$ cat src/rtl/core/slp_pkg.sv
package slp_pkg;

    localparam int COORD_BITS = 12;
    localparam int FIELD_W    = 12;
    localparam int COORD_W    = (COORD_BITS < FIELD_W) ? COORD_BITS : FIELD_W;
    localparam int PITCH_W    = 14;
    localparam int ADDR_W     = 32;
    localparam int PROD_W     = COORD_W + PITCH_W;
    localparam int TERM_W     = COORD_W + 2;
    localparam int ERR_W      = COORD_W + 4;
    localparam int LEFT_W     = COORD_W + 1;
    localparam int COLOR_W    = 8;
    localparam int STYLE_W    = 16;
    localparam logic [STYLE_W-1:0] STYLE_LSB = 16'h0001;

    localparam int S_TDATA_W = 80;
    localparam int M_TDATA_W = 48;

    localparam int OFS_X_START = 0;
    localparam int OFS_Y_START = OFS_X_START + FIELD_W;
    localparam int OFS_X_END   = OFS_Y_START + FIELD_W;
    localparam int OFS_Y_END   = OFS_X_END + FIELD_W;
    localparam int OFS_MODE    = OFS_Y_END + FIELD_W;
    localparam int OFS_COLOR   = OFS_MODE + 2;
    localparam int OFS_STYLE   = OFS_COLOR + COLOR_W;
    localparam int OFS_RELOAD  = OFS_STYLE + STYLE_W;

    localparam int QUEUE_DEPTH = 4;
    localparam int QPTR_W      = $clog2(QUEUE_DEPTH);
    localparam int QCNT_W      = $clog2(QUEUE_DEPTH + 1);

    localparam int CFG_INDEX_W = 2;
    localparam int CFG_DATA_W  = 32;
    localparam logic [CFG_INDEX_W-1:0] CFG_FRAME_BASE = 2'd0;
    localparam logic [CFG_INDEX_W-1:0] CFG_LINE_PITCH = 2'd1;

    localparam logic CMD_START = 1'b0;
    localparam logic CMD_STEP  = 1'b1;

    typedef enum logic [1:0] {
        MODE_REPLACE,
        MODE_TRANSPARENT,
        MODE_XOR,
        MODE_ERASE
    } mode_t;

    typedef enum logic [1:0] {
        ACT_LEAVE,
        ACT_WRITE,
        ACT_INVERT,
        ACT_UNUSED
    } action_t;

    typedef struct packed {
        logic                is_start;
        logic [COORD_W-1:0]  x1;
        logic [PROD_W-1:0]   prod;
        logic [COORD_W-1:0]  d_major;
        logic [COORD_W-1:0]  d_minor;
        logic                x_major;
        logic                rows_descend;
        mode_t               mode;
        logic [COLOR_W-1:0]  color;
        logic [STYLE_W-1:0]  style;
        logic                reload;
    } item_t;

    typedef struct packed {
        logic [QCNT_W-1:0] count;
        logic              push;
        logic              pop;
    } qstat_t;

    typedef struct packed {
        logic busy;
        logic out_load;
    } bstat_t;

endpackage

$ cat src/rtl/core/slp_front.sv
module slp_front
    import slp_pkg::*;
(
    input  logic [S_TDATA_W-1:0] s_tdata,
    input  logic [0:0]           s_tuser,
    input  logic [PITCH_W-1:0]   line_pitch,
    output item_t                item
);

    logic [COORD_W-1:0] x1;
    logic [COORD_W-1:0] y1;
    logic [COORD_W-1:0] x2;
    logic [COORD_W-1:0] y2;
    logic               swap;
    logic [COORD_W-1:0] xa;
    logic [COORD_W-1:0] ya;
    logic [COORD_W-1:0] xb;
    logic [COORD_W-1:0] yb;
    logic [COORD_W-1:0] dx;
    logic [COORD_W-1:0] dy;
    logic               descend;
    logic               x_major;

    assign x1 = s_tdata[OFS_X_START +: COORD_W];
    assign y1 = s_tdata[OFS_Y_START +: COORD_W];
    assign x2 = s_tdata[OFS_X_END +: COORD_W];
    assign y2 = s_tdata[OFS_Y_END +: COORD_W];

    // order endpoints left to right
    assign swap    = x2 < x1;
    assign xa      = swap ? x2 : x1;
    assign ya      = swap ? y2 : y1;
    assign xb      = swap ? x1 : x2;
    assign yb      = swap ? y1 : y2;
    assign dx      = xb - xa;
    assign descend = yb < ya;
    assign dy      = descend ? (ya - yb) : (yb - ya);
    assign x_major = dx >= dy;

    always_comb begin
        item.is_start     = (s_tuser[0] == CMD_START);
        item.x1           = xa;
        item.prod         = PROD_W'(ya) * PROD_W'(line_pitch);
        item.d_major      = x_major ? dx : dy;
        item.d_minor      = x_major ? dy : dx;
        item.x_major      = x_major;
        item.rows_descend = descend;
        item.mode         = mode_t'(s_tdata[OFS_MODE +: 2]);
        item.color        = s_tdata[OFS_COLOR +: COLOR_W];
        item.style        = s_tdata[OFS_STYLE +: STYLE_W];
        item.reload       = s_tdata[OFS_RELOAD];
    end

endmodule

$ cat src/rtl/core/slp_queue.sv
module slp_queue
    import slp_pkg::*;
(
    input  logic   aclk,
    input  logic   aresetn,
    input  logic   in_valid,
    output logic   in_ready,
    input  item_t  in_item,
    output logic   out_valid,
    input  logic   out_pop,
    output item_t  out_item,
    output qstat_t status
);

    item_t             mem_reg [QUEUE_DEPTH];
    logic [QPTR_W-1:0] wr_ptr_reg;
    logic [QPTR_W-1:0] rd_ptr_reg;
    logic [QCNT_W-1:0] count_reg;
    logic [QCNT_W-1:0] count_next;
    logic              push;
    logic              pop;

    assign in_ready  = count_reg != QCNT_W'(QUEUE_DEPTH);
    assign out_valid = count_reg != '0;
    assign push      = in_valid && in_ready;
    assign pop       = out_pop && out_valid;
    assign out_item  = mem_reg[rd_ptr_reg];

    always_comb begin
        count_next = count_reg;
        if (push && !pop) begin
            count_next = count_reg + 1'b1;
        end else if (pop && !push) begin
            count_next = count_reg - 1'b1;
        end
    end

    always_ff @(posedge aclk) begin
        if (!aresetn) begin
            wr_ptr_reg <= '0;
            rd_ptr_reg <= '0;
            count_reg  <= '0;
        end else begin
            count_reg <= count_next;
            if (push) begin
                wr_ptr_reg <= wr_ptr_reg + 1'b1;
            end
            if (pop) begin
                rd_ptr_reg <= rd_ptr_reg + 1'b1;
            end
        end
    end

    always_ff @(posedge aclk) begin
        if (push) begin
            mem_reg[wr_ptr_reg] <= in_item;
        end
    end

    assign status.count = count_reg;
    assign status.push  = push;
    assign status.pop   = pop;

endmodule

$ cat src/rtl/core/slp_back.sv
module slp_back
    import slp_pkg::*;
(
    input  logic                 aclk,
    input  logic                 aresetn,
    input  logic                 item_valid,
    input  item_t                item,
    output logic                 item_pop,
    input  logic [ADDR_W-1:0]    frame_base,
    input  logic [PITCH_W-1:0]   line_pitch,
    output logic                 m_valid,
    input  logic                 m_ready,
    output logic [ADDR_W-1:0]    m_addr,
    output action_t              m_action,
    output logic [COLOR_W-1:0]   m_value,
    output logic                 m_last,
    output bstat_t               status
);

    logic                busy_reg;
    logic [LEFT_W-1:0]   left_reg;
    logic [ADDR_W-1:0]   cursor_reg;
    logic signed [ERR_W-1:0] err_reg;
    logic [TERM_W-1:0]   err_add_reg;
    logic [TERM_W-1:0]   err_sub_reg;
    logic                x_major_reg;
    logic                descend_reg;
    mode_t               mode_reg;
    logic [COLOR_W-1:0]  color_reg;
    logic [STYLE_W-1:0]  style_reg;

    logic                m_valid_reg;
    logic [ADDR_W-1:0]   m_addr_reg;
    action_t             m_action_reg;
    logic [COLOR_W-1:0]  m_value_reg;
    logic                m_last_reg;

    logic                out_load;
    logic [STYLE_W-1:0]  style_next;
    logic                style_bit;
    action_t             action;
    logic [COLOR_W-1:0]  value;
    logic signed [ERR_W-1:0] err_sum;
    logic                carry;
    logic signed [ERR_W-1:0] err_next;
    logic [ADDR_W-1:0]   row_step;
    logic [ADDR_W-1:0]   advance;
    logic [ADDR_W-1:0]   cursor_next;
    logic [LEFT_W-1:0]   left_next;
    logic                fin;

    assign item_pop = item_valid && (!m_valid_reg || m_ready);
    assign out_load = item_pop && !item.is_start && busy_reg;

    // rotate left, use the bit that wraps around
    assign style_next = {style_reg[STYLE_W-2:0], style_reg[STYLE_W-1]};
    assign style_bit  = |(style_next & STYLE_LSB);

    always_comb begin
        action = ACT_LEAVE;
        value  = '0;
        case (mode_reg)
            MODE_REPLACE: begin
                action = ACT_WRITE;
                value  = style_bit ? color_reg : '0;
            end
            MODE_TRANSPARENT: begin
                if (style_bit) begin
                    action = ACT_WRITE;
                    value  = color_reg;
                end
            end
            MODE_XOR: begin
                if (style_bit) begin
                    action = ACT_INVERT;
                end
            end
            default: begin
                if (!style_bit) begin
                    action = ACT_WRITE;
                    value  = color_reg;
                end
            end
        endcase
    end

    assign err_sum  = err_reg + ERR_W'(err_add_reg);
    assign carry    = !err_sum[ERR_W-1];
    assign err_next = carry ? (err_sum - ERR_W'(err_sub_reg)) : err_sum;
    assign row_step = descend_reg ? (ADDR_W'(0) - ADDR_W'(line_pitch))
                                  : ADDR_W'(line_pitch);

    always_comb begin
        if (carry) begin
            advance = row_step + ADDR_W'(1);
        end else if (x_major_reg) begin
            advance = ADDR_W'(1);
        end else begin
            advance = row_step;
        end
    end

    assign cursor_next = cursor_reg + advance;
    assign left_next   = (left_reg != '0) ? (left_reg - 1'b1) : left_reg;
    assign fin         = left_next == '0;

    always_ff @(posedge aclk) begin
        if (!aresetn) begin
            busy_reg    <= 1'b0;
            left_reg    <= '0;
            cursor_reg  <= '0;
            err_reg     <= '0;
            err_add_reg <= '0;
            err_sub_reg <= '0;
            x_major_reg <= 1'b0;
            descend_reg <= 1'b0;
            mode_reg    <= MODE_REPLACE;
            color_reg   <= '0;
            style_reg   <= '1;
            m_valid_reg <= 1'b0;
        end else begin
            if (item_pop && item.is_start) begin
                busy_reg    <= 1'b1;
                left_reg    <= LEFT_W'(item.d_major) + 1'b1;
                cursor_reg  <= frame_base + ADDR_W'(item.prod) + ADDR_W'(item.x1);
                err_reg     <= -ERR_W'(item.d_major);
                err_add_reg <= TERM_W'({item.d_minor, 1'b0});
                err_sub_reg <= TERM_W'({item.d_major, 1'b0});
                x_major_reg <= item.x_major;
                descend_reg <= item.rows_descend;
                mode_reg    <= item.mode;
                color_reg   <= item.color;
                if (item.reload) begin
                    style_reg <= item.style;
                end
            end else if (out_load) begin
                style_reg  <= style_next;
                cursor_reg <= cursor_next;
                err_reg    <= err_next;
                left_reg   <= left_next;
                if (fin) begin
                    busy_reg <= 1'b0;
                end
            end

            if (out_load) begin
                m_valid_reg <= 1'b1;
            end else if (m_ready) begin
                m_valid_reg <= 1'b0;
            end
        end
    end

    always_ff @(posedge aclk) begin
        if (out_load) begin
            m_addr_reg   <= cursor_reg;
            m_action_reg <= action;
            m_value_reg  <= value;
            m_last_reg   <= fin;
        end
    end

    assign m_valid  = m_valid_reg;
    assign m_addr   = m_addr_reg;
    assign m_action = m_action_reg;
    assign m_value  = m_value_reg;
    assign m_last   = m_last_reg;

    assign status.busy     = busy_reg;
    assign status.out_load = out_load;

endmodule

$ cat src/rtl/core/styled_line_stepper_unit.sv
// channel  direction  handshake                  payload
// s_       in         s_tvalid / s_tready        tdata line setup, tuser command
// m_       out        m_tvalid / m_tready        tdata pixel, tlast final pixel
// cfg_     in         cfg_valid / cfg_ready      cfg_index, cfg_data
//
// One item per cycle sustained unless m_ stalls; a step on an active line
// gives its pixel in the cycle after it leaves the queue; a start gives nothing.
// The front multiplies y by the pitch on the way into a four-entry queue;
// the back adds base and x and runs the error loop from that queue.
// Reset is synchronous; no clearing pass.
// A stalled m_ lets the queue fill, and s_tready drops when it is full.
module styled_line_stepper_unit
    import slp_pkg::*;
(
    input  logic                   aclk,
    input  logic                   aresetn,
    input  logic                   s_tvalid,
    output logic                   s_tready,
    // x_start, y_start, x_end, y_end, draw_mode, pen_color, style_pattern,
    // style_reload, zero fill
    input  logic [S_TDATA_W-1:0]   s_tdata,
    // cmd
    input  logic [0:0]             s_tuser,
    output logic                   m_tvalid,
    input  logic                   m_tready,
    // pixel_address, pixel_action, pixel_value, zero fill
    output logic [M_TDATA_W-1:0]   m_tdata,
    output logic                   m_tlast,
    input  logic                   cfg_valid,
    output logic                   cfg_ready,
    input  logic [CFG_INDEX_W-1:0] cfg_index,
    input  logic [CFG_DATA_W-1:0]  cfg_data
);

    logic [ADDR_W-1:0]  frame_base_reg;
    logic [PITCH_W-1:0] line_pitch_reg;

    item_t              front_item;
    item_t              head_item;
    logic               head_valid;
    logic               head_pop;
    qstat_t             q_stat;
    bstat_t             b_stat;

    logic [ADDR_W-1:0]  out_addr;
    action_t            out_action;
    logic [COLOR_W-1:0] out_value;

    assign cfg_ready = 1'b1;

    always_ff @(posedge aclk) begin
        if (!aresetn) begin
            frame_base_reg <= '0;
            line_pitch_reg <= PITCH_W'(640);
        end else if (cfg_valid && cfg_ready) begin
            case (cfg_index)
                CFG_FRAME_BASE: frame_base_reg <= cfg_data[ADDR_W-1:0];
                CFG_LINE_PITCH: line_pitch_reg <= cfg_data[PITCH_W-1:0];
                default: ;
            endcase
        end
    end

    slp_front u_front (
        .s_tdata    (s_tdata),
        .s_tuser    (s_tuser),
        .line_pitch (line_pitch_reg),
        .item       (front_item)
    );

    slp_queue u_queue (
        .aclk      (aclk),
        .aresetn   (aresetn),
        .in_valid  (s_tvalid),
        .in_ready  (s_tready),
        .in_item   (front_item),
        .out_valid (head_valid),
        .out_pop   (head_pop),
        .out_item  (head_item),
        .status    (q_stat)
    );

    slp_back u_back (
        .aclk       (aclk),
        .aresetn    (aresetn),
        .item_valid (head_valid),
        .item       (head_item),
        .item_pop   (head_pop),
        .frame_base (frame_base_reg),
        .line_pitch (line_pitch_reg),
        .m_valid    (m_tvalid),
        .m_ready    (m_tready),
        .m_addr     (out_addr),
        .m_action   (out_action),
        .m_value    (out_value),
        .m_last     (m_tlast),
        .status     (b_stat)
    );

    assign m_tdata = {{(M_TDATA_W - ADDR_W - 2 - COLOR_W){1'b0}},
                      out_value, out_action, out_addr};

    a_queue_empty_after_reset: assert property (@(posedge aclk)
        !aresetn |=> q_stat.count == '0)
        else $error("queue not empty after reset");

    a_queue_count_up: assert property (@(posedge aclk) disable iff (!aresetn)
        (q_stat.push && !q_stat.pop) |=> q_stat.count == $past(q_stat.count) + 1'b1)
        else $error("queue count missed a push");

    a_queue_count_down: assert property (@(posedge aclk) disable iff (!aresetn)
        (q_stat.pop && !q_stat.push) |=> q_stat.count == $past(q_stat.count) - 1'b1)
        else $error("queue count missed a pop");

    a_pixel_needs_line: assert property (@(posedge aclk) disable iff (!aresetn)
        b_stat.out_load |-> b_stat.busy)
        else $error("pixel emitted with no active line");

endmodule

$ cat config.mk
export PLATFORM = sky130hd
export DESIGN_NAME = styled_line_stepper_unit
export DESIGN_NICKNAME = d
export VERILOG_FILES = /design/src/rtl/core/slp_pkg.sv /design/src/rtl/core/slp_front.sv /design/src/rtl/core/slp_queue.sv /design/src/rtl/core/slp_back.sv /design/src/rtl/core/styled_line_stepper_unit.sv
export SDC_FILE = /design/constraint.sdc
export NUM_CORES = 2
export LEC_CHECK = 0
export BUFFER_PORTS_ARGS = -buffer_cell sky130_fd_sc_hd__buf_2
export CORE_MARGIN = 2
export CORE_UTILIZATION = 40
export CTS_CLUSTER_SIZE = 20
export DETAILED_ROUTE_END_ITERATION = 10
export MAX_ROUTING_LAYER = met4
export SLEW_MARGIN = 25
export SYNTH_ARGS = -nofsm -noshare
export SYNTH_HDL_FRONTEND = slang
export SYNTH_SLANG_ARGS = --single-unit
$ cat constraint.sdc
create_clock -name aclk -period 18.66 [get_ports aclk]
set_input_delay 0.933 -clock aclk [delete_from_list [all_inputs] [get_ports aclk]]
set_output_delay 0.933 -clock aclk [all_outputs]
set_load 0.01 [all_outputs]
==> impl_metrics.toml <==
[status]
outcome = "finished clean"

[worst_setup_path]
regToRegSetupSlack_ns = 11.29
worst-r2r-cell-count = 25
worst_setup_path_end_kind = "flip-flop"
worst_path_dominant_cell_family = "adder cells"
crit_slowest_cell = "sky130_fd_sc_hd__a2111oi_0"
worst_ep_required_time_ns = 19.04
r2r_start = "u_back.err_add_reg[1]"
path_buf_inv = 7
timing.rr.end = "u_back.cursor_reg[30]"
timing.critical_path.slowest_cell_delay_ns = 0.65
critical_path_arrival_ns = 9.29
critical_path.most_common_cell = "sky130_fd_sc_hd__fa_1"
critPathLaunch = "s_tdata[8]"
timing_worst_setup_path_type = "in -> reg"
worstSetupStartpointType = "primary input"
crit_path_max_fanout = 45

[finish]
multi_input_gate_area_in_the_final_layout_mm2 = 0.01846
layout_cells_sized_above_1 = 0.1227
most_common_cell_after_layout_fill_and_taps_aside = "sky130_fd_sc_hd__nand2_1"
layout-area-overhead-vs-synth_pct = 11.87
n_fill_cell = 8267
layout.area.seq_mm2 = 0.01573
fin_nets = 3858
final_cell_mix = "sky130_fd_sc_hd__nand2_1 (470), sky130_fd_sc_hd__edfxtp_1 (411), sky130_fd_sc_hd__inv_1 (242)"
final_util = 0.4515
largest_reg_flops = 368

[synth]
synthesis.yosys.warnings = 0
synth_area_mm2 = 0.03567
sequential_element_share_of_the_synthesized_area = 0.4408
synthArstFlopShare = 0
synth_ff_type = "sky130_fd_sc_hd__edfxtp_1"
synth-edff-count = 411
syn-instance-count = 3307
netlist-cell-type-count = 86
syn_area_per_cell_um2 = 10.79
synth.ff_latch_count = 580

[timing]
fmax_mhz = 112.2
final_hold_viol_count = 0
report.final.setup_viol = 0
post-route-min-period_ns = 8.913
clock_skew_ns = 0.02652
actual_transition_at_the_worst_max_transition_pin_ns = 1.050
rsz0062_at_grt = "false"
slew-limit-headroom = 0.3002
slew_violations = 0
final_min_period_over_clock_period = 0.4777
finalSetupTns_ns = 0
setup_slack_ns = 9.747

[flow_run]
drv_cap = 0

[grt]
grt.total_usage = 0.1985
grt.overflow.total = 0
global_route_wire_length_before_repair_mm = 138.6
first_global_vias = 24350
initial_antenna_violation_count = 11
grt_max_degree = 69

[power_and_ir_drop]
vdd.ir_drop.worst_uv = 87.25
total_leakage_power_nw = 15.72
power_mw = 5.894
powerDensity_mw_per_mm2 = 147.7

[cts]
cts_tree = "done"
root_buffer_cell = "sky130_fd_sc_hd__clkbuf_16"
numCtsBuffers = 61
cts.htree.levels = 2
clock_sinks = 580
worstSkewPairLatency_ns = 0.65
count_of_hold_buffers_inserted_by_post_cts_repair = 0
postCtsSetupBuffers = 0
clockBufferDepth = 3
worst_setup_hold_path_clk_slew_ns = 0.06
post_cts_resized = 0

[place]
port_buffers = 159
post-dp-hpwl_mm = 62.29
placer_congestion = 0.8542
dp_worst_setup_slack_ns = 9.072

[detailed_routing]
vias = 24750
routed_wl_mm = 87.53
number_of_remaining_drc_errors = 0
route.detailed.wl_per_inst_um = 18.90
vias_per_cell = 5.345
drt_first_iter_violations = 1784
antenna_left = 0
drtPass1Iterations = 6

[floorplan]
die_y_um = 302.6
floorplan.initialDensity = 0.4036
placeableCoreArea_mm2 = 0.08837
floorplan.die.width_um = 302.6
io_pins = 172
floorplan.die_area_mm2 = 0.09158
fp-row-count = 109

[worst_hold_path]
holdPathEnd = "u_back.m_addr[7]"
hold_path_startpoint = "u_back.cursor_reg[7]"
hold_path_depth = 0
holdCritPathClass = "reg -> reg"
-- worst max path at each step --
| stage | end | slack, ns | depth (start not counted) |
|---|---|---|---|
| finish | u_queue.mem_reg[2][78] | 9.75 | 30 |
| global route | u_queue.mem_reg[2][78] | 9.13 | 30 |
| CTS | u_queue.mem_reg[2][78] | 9.74 | 31 |
| detailed placement | u_queue.mem_reg[2][78] | 9.07 | 31 |
| global placement | u_queue.mem_reg[2][78] | 9.23 | 31 |
| floorplan | u_queue.mem_reg[0][78] | 9.48 | 34 |
-- metal layers --
metal  routed length (µm)  vias to the layer above  track usage
met5                    0                        -            -
met4                 1732                        0      0.04269
met3                 4310                       98      0.02900
met2                40840                      541       0.3188
met1                40650                    12080       0.2677
li1                     -                    12030            -
-- cells in the mapped netlist, types with 14 or more instances --
cell type / instances / area (µm²)
sky130_fd_sc_hd__o21a_1: 37 / 277.8
sky130_fd_sc_hd__buf_1: 20 / 75.07
sky130_fd_sc_hd__nor2_1: 174 / 653.1
sky130_fd_sc_hd__nand2b_1: 48 / 300.3
sky130_fd_sc_hd__nor2b_1: 41 / 256.5
sky130_fd_sc_hd__o221ai_1: 21 / 183.9
sky130_fd_sc_hd__xor2_1: 60 / 525.5
sky130_fd_sc_hd__xnor2_1: 98 / 858.3
sky130_fd_sc_hd__a31oi_1: 18 / 112.6
sky130_fd_sc_hd__a21o_1: 41 / 307.8
sky130_fd_sc_hd__dfxtp_1: 169 / 3383
sky130_fd_sc_hd__nand3_1: 42 / 210.2
sky130_fd_sc_hd__fa_1: 137 / 2743
sky130_fd_sc_hd__edfxtp_1: 411 / 12340
sky130_fd_sc_hd__a211oi_1: 24 / 180.2
sky130_fd_sc_hd__a21oi_1: 149 / 745.7
sky130_fd_sc_hd__nand2_1: 471 / 1768
sky130_fd_sc_hd__a21boi_0: 96 / 720.7
sky130_fd_sc_hd__o22ai_1: 19 / 118.9
sky130_fd_sc_hd__o211ai_1: 21 / 157.7
sky130_fd_sc_hd__inv_1: 242 / 908.4
sky130_fd_sc_hd__and3_1: 27 / 168.9
sky130_fd_sc_hd__o311ai_0: 20 / 175.2
sky130_fd_sc_hd__and2_1: 76 / 475.5
sky130_fd_sc_hd__mux2i_1: 35 / 350.3
sky130_fd_sc_hd__nor3_1: 51 / 255.2
sky130_fd_sc_hd__o21ai_0: 119 / 595.6
sky130_fd_sc_hd__clkbuf_1: 126 / 473.0
sky130_fd_sc_hd__or3_1: 24 / 150.1
sky130_fd_sc_hd__o31ai_1: 14 / 105.1
sky130_fd_sc_hd__ha_1: 198 / 2477
sky130_fd_sc_hd__mux4_2: 92 / 2072
sky130_fd_sc_hd__o41ai_1: 14 / 122.6
-- area by class of cell --
cell class,instances,area share
Timing Repair Buffer,193,0.02722
Inverter,243,0.02289
Clock buffer,78,0.04139
Multi-Input combinational cell,2324,0.4625
Antenna cell,10,0.0006271
Tap cell,1165,0.03653
Clock inverter,38,0.01458
Sequential cell,580,0.3943
-- logic make-up after synthesis --
| kind of cell | after synthesis | share of synthesized area |
|---|---|---|
| AOI/OAI and AO/OA | 685 | 0.1299 |
| xor gates and xnor gates | 158 | 0.03879 |
| adders and majority gates | 337 | 0.1469 |
| buffers and inverters | 408 | 0.04444 |
| DFF | 580 | 0.4408 |
| muxes | 132 | 0.06959 |
| other | 2 | 0.0002105 |
| and+or+nand+nor | 1005 | 0.1293 |
-- power by group --
part,switching (mW),internal [mW],total [mW]
Combinational,1.60,1.09,2.69
Sequential,0.138,1.73,1.87
Clock,0.522,0.809,1.33
Total,2.26,3.63,5.89
-- through the flow --
stage / cells / hold slack (ns) / area (µm²)
floorplan: 3312 / 0.4315 / 35690
finish: 4631 / 0.4624 / 39900
CTS: 4619 / 0.4516 / 39830
global placement: 4503 / 0.4474 / 37600
detailed placement: 4503 / 0.4487 / 37600
global route: 4631 / 0.4673 / 39900
Power figures use the tool's default switching activity.
